### src/rtl/dtt_pkg.sv
// Shared types, constants and helpers for the deadline timer table.
package dtt_pkg;

   localparam int SLOT_ID_W  = 4;
   localparam int PERIOD_W   = 32;
   localparam int TIME_W     = 48;
   localparam int WINDOW_W   = 32;
   localparam int OP_W       = 3;
   localparam int STATUS_W   = 3;
   localparam int MAX_OUT    = 16;
   localparam int OUT_CNT_W  = 4;
   localparam int REQ_DATA_W = 88;
   localparam int RSP_DATA_W = 56;

   localparam logic [WINDOW_W-1:0] WINDOW_RESET = 32'd3600000;

   typedef enum logic [OP_W-1:0] {
      OP_ADD     = 3'd0,
      OP_CANCEL  = 3'd1,
      OP_RESET   = 3'd2,
      OP_REFRESH = 3'd3,
      OP_TICK    = 3'd4,
      OP_QUERY   = 3'd5
   } op_type;

   typedef enum logic [STATUS_W-1:0] {
      STS_OK        = 3'd0,
      STS_INACTIVE  = 3'd1,
      STS_UNCHANGED = 3'd2,
      STS_FULL      = 3'd3,
      STS_EMPTY     = 3'd4
   } status_type;

   typedef enum logic [3:0] {
      ST_IDLE,
      ST_DECODE,
      ST_ADD_SCAN,
      ST_SLOT_RD,
      ST_SLOT_CHK,
      ST_SLOT_WR,
      ST_TK_HIT,
      ST_TK_MIN,
      ST_TK_FIX,
      ST_TK_WR,
      ST_QRY_SCAN,
      ST_QRY_DONE,
      ST_EMIT
   } state_type;

   // base + inc, clamped at the top of the time range
   function automatic logic [TIME_W-1:0] sat_add(logic [TIME_W-1:0] base,
                                                 logic [PERIOD_W-1:0] inc);
      logic [TIME_W:0] s;
      s = {1'b0, base} + {{(TIME_W+1-PERIOD_W){1'b0}}, inc};
      return s[TIME_W] ? {TIME_W{1'b1}} : s[TIME_W-1:0];
   endfunction

endpackage

### src/rtl/deadline_timer_table.sv
// Deadline timer table: slot store, sequencer and shared time adder.
//
//  channel | dir | handshake               | contents
//  --------+-----+-------------------------+------------------------------------------
//  req     | in  | req_tvalid / req_tready | tuser operation, tdata slot/period/flags/now
//  rsp     | out | rsp_tvalid / rsp_tready | tuser status, tdata slot/wait, tlast
//  csr     | in  | csr_valid / csr_ready   | rollover window, always ready
//
// One request at a time; req_tready is high only while the sequencer is idle.
// Cancel, reset and refresh address their slot directly. Add scans up from slot 0
// to the lowest free slot. Query scans all slots once. Tick makes an expiry pass,
// then one ordered min-search pass over the deadline memory per reported slot.
// Each slot visit reads the deadline memory once; that port sets the pace.
// Reset is synchronous; slot valid bits clear at once, no clearing pass.
// A stalled rsp channel holds the sequencer in its emit step until the transfer.
module deadline_timer_table #(
   parameter int TIMER_SLOTS = 16
) (
   input  logic                                clock,
   input  logic                                reset,
   // req_tdata: slot_id[3:0], period_ms[35:4], is_recurring[36],
   //            restart_now[37], now_ms[85:38], zero pad[87:86]
   input  logic                                req_tvalid,
   output logic                                req_tready,
   input  logic [dtt_pkg::REQ_DATA_W-1:0]      req_tdata,
   input  logic [dtt_pkg::OP_W-1:0]            req_tuser,   // operation
   // rsp_tdata: result_slot[3:0], wait_ms[51:4], zero pad[55:52]
   output logic                                rsp_tvalid,
   input  logic                                rsp_tready,
   output logic [dtt_pkg::RSP_DATA_W-1:0]      rsp_tdata,
   output logic [dtt_pkg::STATUS_W-1:0]        rsp_tuser,   // status
   output logic                                rsp_tlast,
   input  logic                                csr_valid,
   output logic                                csr_ready,
   input  logic [dtt_pkg::WINDOW_W-1:0]        csr_data
);

   localparam int SLOT_W = (TIMER_SLOTS > 1) ? $clog2(TIMER_SLOTS) : 1;
   localparam logic [SLOT_W-1:0] LAST_SLOT = SLOT_W'(TIMER_SLOTS - 1);
   localparam int TW = dtt_pkg::TIME_W;
   localparam int PW = dtt_pkg::PERIOD_W;

   // sequencer
   dtt_pkg::state_type state_ff, state_in, ret_ff, ret_in;

   // latched request
   logic [dtt_pkg::OP_W-1:0]      op_ff;
   logic [dtt_pkg::SLOT_ID_W-1:0] slot_ff;
   logic [PW-1:0]                 period_ff;
   logic                          rec_ff, restart_ff;
   logic [TW-1:0]                 now_ff;

   logic [dtt_pkg::WINDOW_W-1:0]  window_ff;
   logic [TW-1:0]                 prev_tick_ff, prev_tick_in;

   // per-slot flags
   logic [TIMER_SLOTS-1:0] active_ff, active_in, recur_ff, recur_in;
   logic [TIMER_SLOTS-1:0] hit_ff, hit_in, done_ff, done_in;

   // scan pipeline: issue address, then compare on registered read data
   logic [SLOT_W-1:0] idx_ff, idx_in, cmp_idx_ff, cmp_idx_in;
   logic              iss_ff, iss_in, cmp_vld_ff, cmp_vld_in;
   logic              scanning, scan_end;

   // running minimum
   logic              best_vld_ff, best_vld_in;
   logic [SLOT_W-1:0] best_idx_ff, best_idx_in;
   logic [TW-1:0]     best_dl_ff, best_dl_in;

   logic              all_ff, all_in;
   logic [dtt_pkg::OUT_CNT_W-1:0] k_ff, k_in;
   logic [TW-1:0]     start_ff, start_in;

   // pending result
   logic [dtt_pkg::SLOT_ID_W-1:0] pend_slot_ff, pend_slot_in;
   dtt_pkg::status_type           pend_status_ff, pend_status_in;
   logic                          pend_last_ff, pend_last_in;
   logic [TW-1:0]                 pend_wait_ff, pend_wait_in;

   // output register
   logic                          rsp_valid_ff, rsp_valid_in;
   logic [dtt_pkg::SLOT_ID_W-1:0] rsp_slot_ff;
   dtt_pkg::status_type           rsp_status_ff;
   logic                          rsp_last_ff;
   logic [TW-1:0]                 rsp_wait_ff;
   logic                          rsp_free, emit_fire;

   // period / deadline memories
   logic [PW-1:0]     per_mem [TIMER_SLOTS];
   logic [TW-1:0]     dl_mem  [TIMER_SLOTS];
   logic [SLOT_W-1:0] rd_addr, wr_addr;
   logic [PW-1:0]     rd_per_ff, per_wdata;
   logic [TW-1:0]     rd_dl_ff, dl_wdata;
   logic              per_we, dl_we;

   // shared saturating time adder
   logic [TW-1:0] au_base, au_sum;
   logic [PW-1:0] au_inc;

   logic              req_accept;
   logic              slot_ok;
   logic [SLOT_W-1:0] slot_sel;
   logic              rollover;
   logic              cand;

   assign req_tready = (state_ff == dtt_pkg::ST_IDLE);
   assign req_accept = req_tvalid && req_tready;
   assign csr_ready  = 1'b1;

   assign slot_sel = SLOT_W'(slot_ff);
   assign slot_ok  = (32'(slot_ff) < TIMER_SLOTS) && active_ff[slot_sel];

   // backward jump beyond the window expires everything
   assign rollover = (now_ff < prev_tick_ff) &&
                     ((prev_tick_ff - now_ff) > {{(TW-dtt_pkg::WINDOW_W){1'b0}}, window_ff});

   assign scanning = (state_ff == dtt_pkg::ST_TK_HIT) || (state_ff == dtt_pkg::ST_TK_MIN) ||
                     (state_ff == dtt_pkg::ST_QRY_SCAN);
   assign scan_end = cmp_vld_ff && (cmp_idx_ff == LAST_SLOT);

   assign rd_addr = scanning ? idx_ff :
                    ((state_ff == dtt_pkg::ST_TK_FIX) || (state_ff == dtt_pkg::ST_TK_WR)) ?
                    best_idx_ff : slot_sel;

   assign au_base = (state_ff == dtt_pkg::ST_SLOT_WR) ? start_ff : now_ff;
   assign au_inc  = ((state_ff == dtt_pkg::ST_ADD_SCAN) ||
                     ((state_ff == dtt_pkg::ST_SLOT_WR) && (op_ff == dtt_pkg::OP_RESET))) ?
                    period_ff : rd_per_ff;
   assign au_sum  = dtt_pkg::sat_add(au_base, au_inc);

   assign rsp_free  = !rsp_valid_ff || rsp_tready;
   assign emit_fire = (state_ff == dtt_pkg::ST_EMIT) && rsp_free;

   // next state
   always_comb begin
      state_in = state_ff;
      ret_in   = ret_ff;
      case (state_ff)
         dtt_pkg::ST_IDLE: begin
            if (req_accept) state_in = dtt_pkg::ST_DECODE;
         end
         dtt_pkg::ST_DECODE: begin
            ret_in = dtt_pkg::ST_IDLE;
            case (op_ff)
               dtt_pkg::OP_ADD:    state_in = dtt_pkg::ST_ADD_SCAN;
               dtt_pkg::OP_CANCEL: state_in = dtt_pkg::ST_EMIT;
               dtt_pkg::OP_RESET,
               dtt_pkg::OP_REFRESH: state_in = slot_ok ? dtt_pkg::ST_SLOT_RD : dtt_pkg::ST_EMIT;
               dtt_pkg::OP_TICK:   state_in = (|active_ff) ? dtt_pkg::ST_TK_HIT : dtt_pkg::ST_EMIT;
               dtt_pkg::OP_QUERY:  state_in = dtt_pkg::ST_QRY_SCAN;
               default:            state_in = dtt_pkg::ST_IDLE;
            endcase
         end
         dtt_pkg::ST_ADD_SCAN: begin
            if (!active_ff[idx_ff] || (idx_ff == LAST_SLOT)) state_in = dtt_pkg::ST_EMIT;
         end
         dtt_pkg::ST_SLOT_RD: state_in = dtt_pkg::ST_SLOT_CHK;
         dtt_pkg::ST_SLOT_CHK: begin
            if ((op_ff == dtt_pkg::OP_RESET) && (period_ff == rd_per_ff) && !restart_ff)
               state_in = dtt_pkg::ST_EMIT;
            else
               state_in = dtt_pkg::ST_SLOT_WR;
         end
         dtt_pkg::ST_SLOT_WR: state_in = dtt_pkg::ST_EMIT;
         dtt_pkg::ST_TK_HIT: begin
            if (scan_end) state_in = (hit_in == '0) ? dtt_pkg::ST_EMIT : dtt_pkg::ST_TK_MIN;
         end
         dtt_pkg::ST_TK_MIN: begin
            if (scan_end) begin
               state_in = dtt_pkg::ST_EMIT;
               ret_in   = dtt_pkg::ST_TK_FIX;
            end
         end
         dtt_pkg::ST_TK_FIX: begin
            if (recur_ff[best_idx_ff]) state_in = dtt_pkg::ST_TK_WR;
            else state_in = pend_last_ff ? dtt_pkg::ST_IDLE : dtt_pkg::ST_TK_MIN;
         end
         dtt_pkg::ST_TK_WR: state_in = pend_last_ff ? dtt_pkg::ST_IDLE : dtt_pkg::ST_TK_MIN;
         dtt_pkg::ST_QRY_SCAN: begin
            if (scan_end) state_in = dtt_pkg::ST_QRY_DONE;
         end
         dtt_pkg::ST_QRY_DONE: state_in = dtt_pkg::ST_EMIT;
         dtt_pkg::ST_EMIT: begin
            if (rsp_free) state_in = ret_ff;
         end
         default: state_in = dtt_pkg::ST_IDLE;
      endcase
   end

   // datapath and outputs of the sequencer
   always_comb begin
      active_in      = active_ff;
      recur_in       = recur_ff;
      hit_in         = hit_ff;
      done_in        = done_ff;
      idx_in         = idx_ff;
      iss_in         = iss_ff;
      cmp_vld_in     = scanning && iss_ff;
      cmp_idx_in     = idx_ff;
      best_vld_in    = best_vld_ff;
      best_idx_in    = best_idx_ff;
      best_dl_in     = best_dl_ff;
      all_in         = all_ff;
      k_in           = k_ff;
      start_in       = start_ff;
      prev_tick_in   = prev_tick_ff;
      pend_slot_in   = pend_slot_ff;
      pend_status_in = pend_status_ff;
      pend_last_in   = pend_last_ff;
      pend_wait_in   = pend_wait_ff;
      per_we         = 1'b0;
      dl_we          = 1'b0;
      wr_addr        = slot_sel;
      per_wdata      = period_ff;
      dl_wdata       = au_sum;
      cand           = 1'b0;

      // scan address issue
      if (scanning && iss_ff) begin
         if (idx_ff == LAST_SLOT) iss_in = 1'b0;
         else idx_in = idx_ff + SLOT_W'(1);
      end

      case (state_ff)
         dtt_pkg::ST_DECODE: begin
            pend_slot_in   = '0;
            pend_status_in = dtt_pkg::STS_OK;
            pend_last_in   = 1'b1;
            pend_wait_in   = '0;
            idx_in         = '0;
            iss_in         = 1'b0;
            best_vld_in    = 1'b0;
            case (op_ff)
               dtt_pkg::OP_CANCEL: begin
                  if (slot_ok) active_in[slot_sel] = 1'b0;
                  else pend_status_in = dtt_pkg::STS_INACTIVE;
               end
               dtt_pkg::OP_RESET,
               dtt_pkg::OP_REFRESH: begin
                  if (!slot_ok) pend_status_in = dtt_pkg::STS_INACTIVE;
               end
               dtt_pkg::OP_TICK: begin
                  if (|active_ff) begin
                     all_in       = rollover;
                     prev_tick_in = now_ff;
                     hit_in       = '0;
                     done_in      = '0;
                     k_in         = '0;
                     iss_in       = 1'b1;
                  end else begin
                     pend_status_in = dtt_pkg::STS_EMPTY;
                  end
               end
               dtt_pkg::OP_QUERY: iss_in = 1'b1;
               default: ;
            endcase
         end
         dtt_pkg::ST_ADD_SCAN: begin
            if (!active_ff[idx_ff]) begin
               active_in[idx_ff] = 1'b1;
               recur_in[idx_ff]  = rec_ff;
               per_we            = 1'b1;
               dl_we             = 1'b1;
               wr_addr           = idx_ff;
               pend_slot_in      = dtt_pkg::SLOT_ID_W'(idx_ff);
            end else if (idx_ff == LAST_SLOT) begin
               pend_status_in = dtt_pkg::STS_FULL;
            end else begin
               idx_in = idx_ff + SLOT_W'(1);
            end
         end
         dtt_pkg::ST_SLOT_CHK: begin
            if ((op_ff == dtt_pkg::OP_RESET) && (period_ff == rd_per_ff) && !restart_ff)
               pend_status_in = dtt_pkg::STS_UNCHANGED;
            // start of the current period, or now on a refresh or a restart
            if ((op_ff == dtt_pkg::OP_REFRESH) || restart_ff)
               start_in = now_ff;
            else if (rd_dl_ff >= {{(TW-PW){1'b0}}, rd_per_ff})
               start_in = rd_dl_ff - {{(TW-PW){1'b0}}, rd_per_ff};
            else
               start_in = '0;
         end
         dtt_pkg::ST_SLOT_WR: begin
            dl_we  = 1'b1;
            per_we = (op_ff == dtt_pkg::OP_RESET);
         end
         dtt_pkg::ST_TK_HIT: begin
            if (cmp_vld_ff)
               hit_in[cmp_idx_ff] = active_ff[cmp_idx_ff] && (all_ff || (rd_dl_ff <= now_ff));
            if (scan_end) begin
               idx_in      = '0;
               iss_in      = 1'b1;
               best_vld_in = 1'b0;
               if (hit_in == '0) pend_status_in = dtt_pkg::STS_EMPTY;
            end
         end
         dtt_pkg::ST_TK_MIN: begin
            // strict compare in ascending order: ties go to the lower slot
            cand = cmp_vld_ff && hit_ff[cmp_idx_ff] && !done_ff[cmp_idx_ff] &&
                   (!best_vld_ff || (rd_dl_ff < best_dl_ff));
            if (cand) begin
               best_vld_in = 1'b1;
               best_idx_in = cmp_idx_ff;
               best_dl_in  = rd_dl_ff;
            end
            if (scan_end) begin
               done_in[best_idx_in] = 1'b1;
               pend_slot_in   = dtt_pkg::SLOT_ID_W'(best_idx_in);
               pend_status_in = dtt_pkg::STS_OK;
               pend_last_in   = (k_ff == dtt_pkg::OUT_CNT_W'(dtt_pkg::MAX_OUT - 1)) ||
                                ((hit_ff & ~done_in) == '0);
               pend_wait_in   = '0;
               k_in           = k_ff + dtt_pkg::OUT_CNT_W'(1);
            end
         end
         dtt_pkg::ST_TK_FIX: begin
            if (!recur_ff[best_idx_ff]) begin
               active_in[best_idx_ff] = 1'b0;
               idx_in      = '0;
               iss_in      = !pend_last_ff;
               best_vld_in = 1'b0;
            end
         end
         dtt_pkg::ST_TK_WR: begin
            // recurring: rearm at now + period
            dl_we       = 1'b1;
            wr_addr     = best_idx_ff;
            idx_in      = '0;
            iss_in      = !pend_last_ff;
            best_vld_in = 1'b0;
         end
         dtt_pkg::ST_QRY_SCAN: begin
            cand = cmp_vld_ff && active_ff[cmp_idx_ff] &&
                   (!best_vld_ff || (rd_dl_ff < best_dl_ff));
            if (cand) begin
               best_vld_in = 1'b1;
               best_idx_in = cmp_idx_ff;
               best_dl_in  = rd_dl_ff;
            end
         end
         dtt_pkg::ST_QRY_DONE: begin
            if (!best_vld_ff) begin
               pend_status_in = dtt_pkg::STS_EMPTY;
               pend_wait_in   = {TW{1'b1}};
            end else if (best_dl_ff > now_ff) begin
               pend_wait_in = best_dl_ff - now_ff;
            end else begin
               pend_wait_in = '0;
            end
         end
         default: ;
      endcase
   end

   always_comb begin
      rsp_valid_in = rsp_valid_ff;
      if (emit_fire) rsp_valid_in = 1'b1;
      else if (rsp_tready) rsp_valid_in = 1'b0;
   end

   // control state
   always_ff @(posedge clock) begin
      if (reset) begin
         state_ff     <= dtt_pkg::ST_IDLE;
         active_ff    <= '0;
         recur_ff     <= '0;
         window_ff    <= dtt_pkg::WINDOW_RESET;
         prev_tick_ff <= '0;
         rsp_valid_ff <= 1'b0;
         iss_ff       <= 1'b0;
         cmp_vld_ff   <= 1'b0;
      end else begin
         state_ff     <= state_in;
         active_ff    <= active_in;
         recur_ff     <= recur_in;
         prev_tick_ff <= prev_tick_in;
         rsp_valid_ff <= rsp_valid_in;
         iss_ff       <= iss_in;
         cmp_vld_ff   <= cmp_vld_in;
         if (csr_valid && csr_ready) window_ff <= csr_data;
      end
   end

   // payload
   always_ff @(posedge clock) begin
      ret_ff         <= ret_in;
      hit_ff         <= hit_in;
      done_ff        <= done_in;
      idx_ff         <= idx_in;
      cmp_idx_ff     <= cmp_idx_in;
      best_vld_ff    <= best_vld_in;
      best_idx_ff    <= best_idx_in;
      best_dl_ff     <= best_dl_in;
      all_ff         <= all_in;
      k_ff           <= k_in;
      start_ff       <= start_in;
      pend_slot_ff   <= pend_slot_in;
      pend_status_ff <= pend_status_in;
      pend_last_ff   <= pend_last_in;
      pend_wait_ff   <= pend_wait_in;
      if (req_accept) begin
         op_ff      <= req_tuser;
         slot_ff    <= req_tdata[3:0];
         period_ff  <= req_tdata[35:4];
         rec_ff     <= req_tdata[36];
         restart_ff <= req_tdata[37];
         now_ff     <= req_tdata[85:38];
      end
      if (emit_fire) begin
         rsp_slot_ff   <= pend_slot_ff;
         rsp_status_ff <= pend_status_ff;
         rsp_last_ff   <= pend_last_ff;
         rsp_wait_ff   <= pend_wait_ff;
      end
   end

   // slot memories: one write, one registered read each
   always_ff @(posedge clock) begin
      if (per_we) per_mem[wr_addr] <= per_wdata;
      if (dl_we)  dl_mem[wr_addr]  <= dl_wdata;
      rd_per_ff <= per_mem[rd_addr];
      rd_dl_ff  <= dl_mem[rd_addr];
   end

   assign rsp_tvalid = rsp_valid_ff;
   assign rsp_tdata  = {{(dtt_pkg::RSP_DATA_W - TW - dtt_pkg::SLOT_ID_W){1'b0}},
                        rsp_wait_ff, rsp_slot_ff};
   assign rsp_tuser  = rsp_status_ff;
   assign rsp_tlast  = rsp_last_ff;

endmodule
### config.mk
export PLATFORM = sky130hd
export DESIGN_NAME = deadline_timer_table
export DESIGN_NICKNAME = d
export VERILOG_FILES = /design/src/rtl/dtt_pkg.sv /design/src/rtl/deadline_timer_table.sv
export SDC_FILE = /design/constraint.sdc
export NUM_CORES = 2
export LEC_CHECK = 0
export BUFFER_PORTS_ARGS = -buffer_cell sky130_fd_sc_hd__buf_2
export CORE_UTILIZATION = 35
export CTS_CLUSTER_DIAMETER = 50
export DETAILED_ROUTE_END_ITERATION = 10
export PLACE_DENSITY = 0.58
export REMOVE_ABC_BUFFERS = 1
export SYNTH_ARGS = -nofsm -noshare
export SYNTH_HDL_FRONTEND = slang
export SYNTH_SLANG_ARGS = --single-unit
export TNS_END_PERCENT = 50
### constraint.sdc
create_clock -name clock -period 8.81 [get_ports clock]
set_input_delay 0.4405 -clock clock [delete_from_list [all_inputs] [get_ports clock]]
set_output_delay 0.4405 -clock clock [all_outputs]
set_load 0.02 [all_outputs]
==> flow_summary_export.csv <==
group,metric,value,unit
floorplan,dieArea,240000,sq um
timing,worstMarginPinSlew,1150,ps
power,p_leak,33.5,nW
power,pwr-share-comb,0.346,
synth,yosysSeqAreaShare,0.632,
setup_path,critPathKind,"reg2reg",
setup_path,cp-end-kind,"register",
clocking,cts_root_buf,"clkbuf_16",
route,wl_per_cell,25.1,um
power,pwr-share-clk,0.254,
timing,setup_ws,1670,ps
place,hpwl,155000,um
synth,synth_adder_area_share,0.0448,
cells_and_area,nNetsFinal,6580,
timing,period_needed,7140,ps
min_path,min_path_type,"in2reg",
synth,synth_top_area_share,0.578,
place,io_buffers,183,
global_routing,grt.overflow.total,0,
clocking,hold_buffers,123,
synth,yosys_warnings,0,
clocking,clk_pin_slew,60,ps
synth,synth_edf_count,1604,
timing,rsz0062_at_grt,"false",
setup_path,startpoint_type,"register",
place,place_ws,1740,ps
cells_and_area,instances_no_fill,9480,
global_routing,grt_usage,0.194,
timing,slew-limit-headroom,0.213,
place,gp_congestion,0.899,
synth,synthSimpleGateAreaFrac,0.0710,
synth,yosysTopAreaCell,"edfxtp_1",
clocking,numCtsBuffers,195,
floorplan,die-width,490,um
power,switchingPower,0.0119,W
synth,syn_area,83300,sq um
route,postRouteAntennaNets,0,
clocking,cts_tree,"yes",
floorplan,ios,191,
power,internal_power,0.0212,W
timing,fin_setup_tns,0,ps
synth,avgSynthCellArea,14.3,sq um
setup_path,worstSetupEndpoint,"dl_mem[12][2]$_DFFE_PP_",
synth,synth_cell_types,102,
clocking,ctsHtreeMaxLevel,4,
synth,synth_compound_area_frac,0.0947,
setup_path,reg2reg_depth,21,
status,status,"finished clean",
timing,skew,47.5,ps
setup_path,rr_startpoint,"state_ff[2]$_SDFFE_PP0P_",
setup_path,startpoint,"state_ff[2]$_SDFFE_PP0P_",
clocking,cts_buffer_depth,3,
cells_and_area,drive_above_1_share,0.167,
global_routing,grt_pass1_wl,347000,um
timing,hold_slack,291,ps
setup_path,rrSetupSlack,1670,ps
synth,synthTopCellsByArea,"edfxtp_1 (58%), mux4_2 (9.2%), dfxtp_1 (5.4%), ha_1 (4.4%), a21oi_1 (2.5%)",
timing,final-setup-viol-count,0,
timing,fmax,140,MHz
global_routing,grt_pass1_vias,51722,
synth,synth_xor_area_frac,0.0204,
floorplan,start_util,0.353,
place,dpl.cell_count,8986,
setup_path,regToRegEndpoint,"dl_mem[12][2]$_DFFE_PP_",
clocking,clkLatencyLatePin,860,ps
timing,final_hold_viol_count,0,
clocking,cts.repair.resized,0,
cells_and_area,postLayoutCoreUtil,0.408,
synth,synth-async-reset-ratio,0,
setup_path,worstPathArrival,7590,ps
power,p_seq_frac,0.400,
cells_and_area,areaGrowthSynthToFinish,15.4,%
global_routing,grt_max_degree,123,
setup_path,cp.required,9260,ps
route,wl,238000,um
power,powerDensity,344,nW/um^2
route,drtPass1Iterations,6,
route,first_iter_violations,4687,
synth,synthMuxAreaShare,0.112,
route,drc,0,
setup_path,cp_max_fo,33,
job,cap_violations,0,
synth,synthCells,5812,
global_routing,grt_antenna_before_repair,8,
power,switching_share,0.360,
clocking,cts.sinks,1827,
synth,ys_ff_latch,1827,
cells_and_area,nFillCells,21481,
synth,synth_top_family_by_area,"multiplexers",
cells_and_area,layout_common_cells,"edfxtp_1 (1604), a21oi_1 (421), nand2_1 (412), mux4_2 (340), ha_1 (292)",
route,vias,52039,
cells_and_area,layout_commonest_cell,"edfxtp_1",
floorplan,rows,178,
timing,period_share,0.810,
power,max-vdd-ir-drop,0.000226,V
clocking,cts_setup_buffers,0,
timing,slew_viol_final,0,
synth,synth_top_flop_cell,"edfxtp_1",
route,vias_per_cell,5.49,
floorplan,fp.dieH,490,um
floorplan,core_area,236000,sq um
[power groups by stage]
| stage | sequential (W) | clock [W] | combinational [W] |
|---|---|---|---|
| after floorplan | 0.0129 | 0 | 0.00914 |
| after global placement | 0.0134 | 0 | 0.0111 |
| after detailed placement | 0.0134 | 0 | 0.0114 |
| after CTS | 0.0132 | 0.00853 | 0.0115 |
| after global routing | 0.0133 | 0.00883 | 0.0125 |
| final | 0.0132 | 0.00838 | 0.0114 |
[registers in the layout, indices dropped and copies added (netlist names), 4 cells and up]
name	cells
dl_mem	768
per_mem	512
best_dl_ff	48
now_ff	48
pend_wait_ff	48
prev_tick_ff	48
rd_dl_ff	48
rsp_wait_ff	48
start_ff	48
per_wdata	32
rd_per_ff	32
window_ff	32
active_ff	16
done_ff	16
hit_ff	16
recur_ff	16
best_idx_ff	4
cmp_idx_ff	4
cmp_idx_in	4
k_ff	4
pend_slot_ff	4
rsp_slot_ff	4
slot_ff	4
state_ff	4
[kinds of logic after synthesis]
group                    Yosys count
AO/OA/AOI/OAI                   1251
XOR/XNOR                         194
adder cells (fa/ha/maj)          296
buffers and inverters            507
flip-flops                      1827
multiplexers                     506
other                              2
AND/OR/NAND/NOR                 1229
[synth_stat cells, types with 88 or more instances]
cell,count
mux4_2,340
inv_1,233
ha_1,292
nor2b_1,112
xor2_1,88
o21ai_0,225
clkbuf_1,161
nand2_1,413
a21o_1,115
nor2_1,262
mux2i_1,130
xnor2_1,106
nand3_1,101
edfxtp_1,1604
a21oi_1,424
a211oi_1,110
dfxtp_1,223
[per-stage QoR]
step / total power, W / cell area (sq um)
2_1_floorplan: 0.0220 / 82100
3_3_place_gp: 0.0245 / 88300
3_5_place_dp: 0.0247 / 88300
4_1_cts: 0.0332 / 96100
5_1_grt: 0.0346 / 96100
6_report: 0.0330 / 96100
[cell type report]
cell class,instances,area (sq um),share of cell area
tap,3150,3940,0.0410
sequential,1827,52600,0.547
clock buffer,252,5320,0.0553
timing repair buffer,417,3070,0.0319
inverter,234,878,0.00914
clock inverter,114,1310,0.0136
multi-input combinational,3481,29000,0.301
antenna,5,12.5,0.000130
[worst min-delay path by stage]
stage                                   startpoint                        end  slack [ps]  depth (start not counted)
global placement    pend_wait_ff[22]$_SDFFCE_PN0P_  rsp_wait_ff[22]$_DFFE_PP_         400                          0
finish                               req_tdata[37]       restart_ff$_DFFE_PP_         290                          2
CTS                                  req_tdata[37]       restart_ff$_DFFE_PP_         220                          2
floorplan            pend_slot_ff[0]$_SDFFCE_PN0P_   rsp_slot_ff[0]$_DFFE_PP_         400                          0
global route                         req_tdata[37]       restart_ff$_DFFE_PP_         250                          2
detailed placement  pend_wait_ff[12]$_SDFFCE_PN0P_  rsp_wait_ff[12]$_DFFE_PP_         400                          0
[critical path, cell delays in order, from the launching register on]
cell and delay (ps):
dfxtp_1 680, inv_1 280, nor2_1 430, nand2_1 180, nor3_1 330, nor2_4 40, buf_4 280, mux2_2 340
ha_1 230, fa_1 410, a21o_1 190, a21oi_1 250, o21ai_0 160, a21oi_1 320, o21a_1 340, nor4b_2 130
o211ai_1 210, buf_4 200, a211oi_2 120, nand2_2 820, buf_4 400, nand2_1 350
[metal layers]
| layer | GRT usage | vias up | wire length [um] |
|---|---|---|---|
| met4 | 0.0711 | 4 | 8430 |
| met5 | 0 | - | 31 |
| met3 | 0.0237 | 374 | 13100 |
| met2 | 0.316 | 1769 | 112000 |
| met1 | 0.265 | 26548 | 104000 |
| li1 | - | 23344 | - |
No activity file was read; power rests on OpenSTA's default activity.
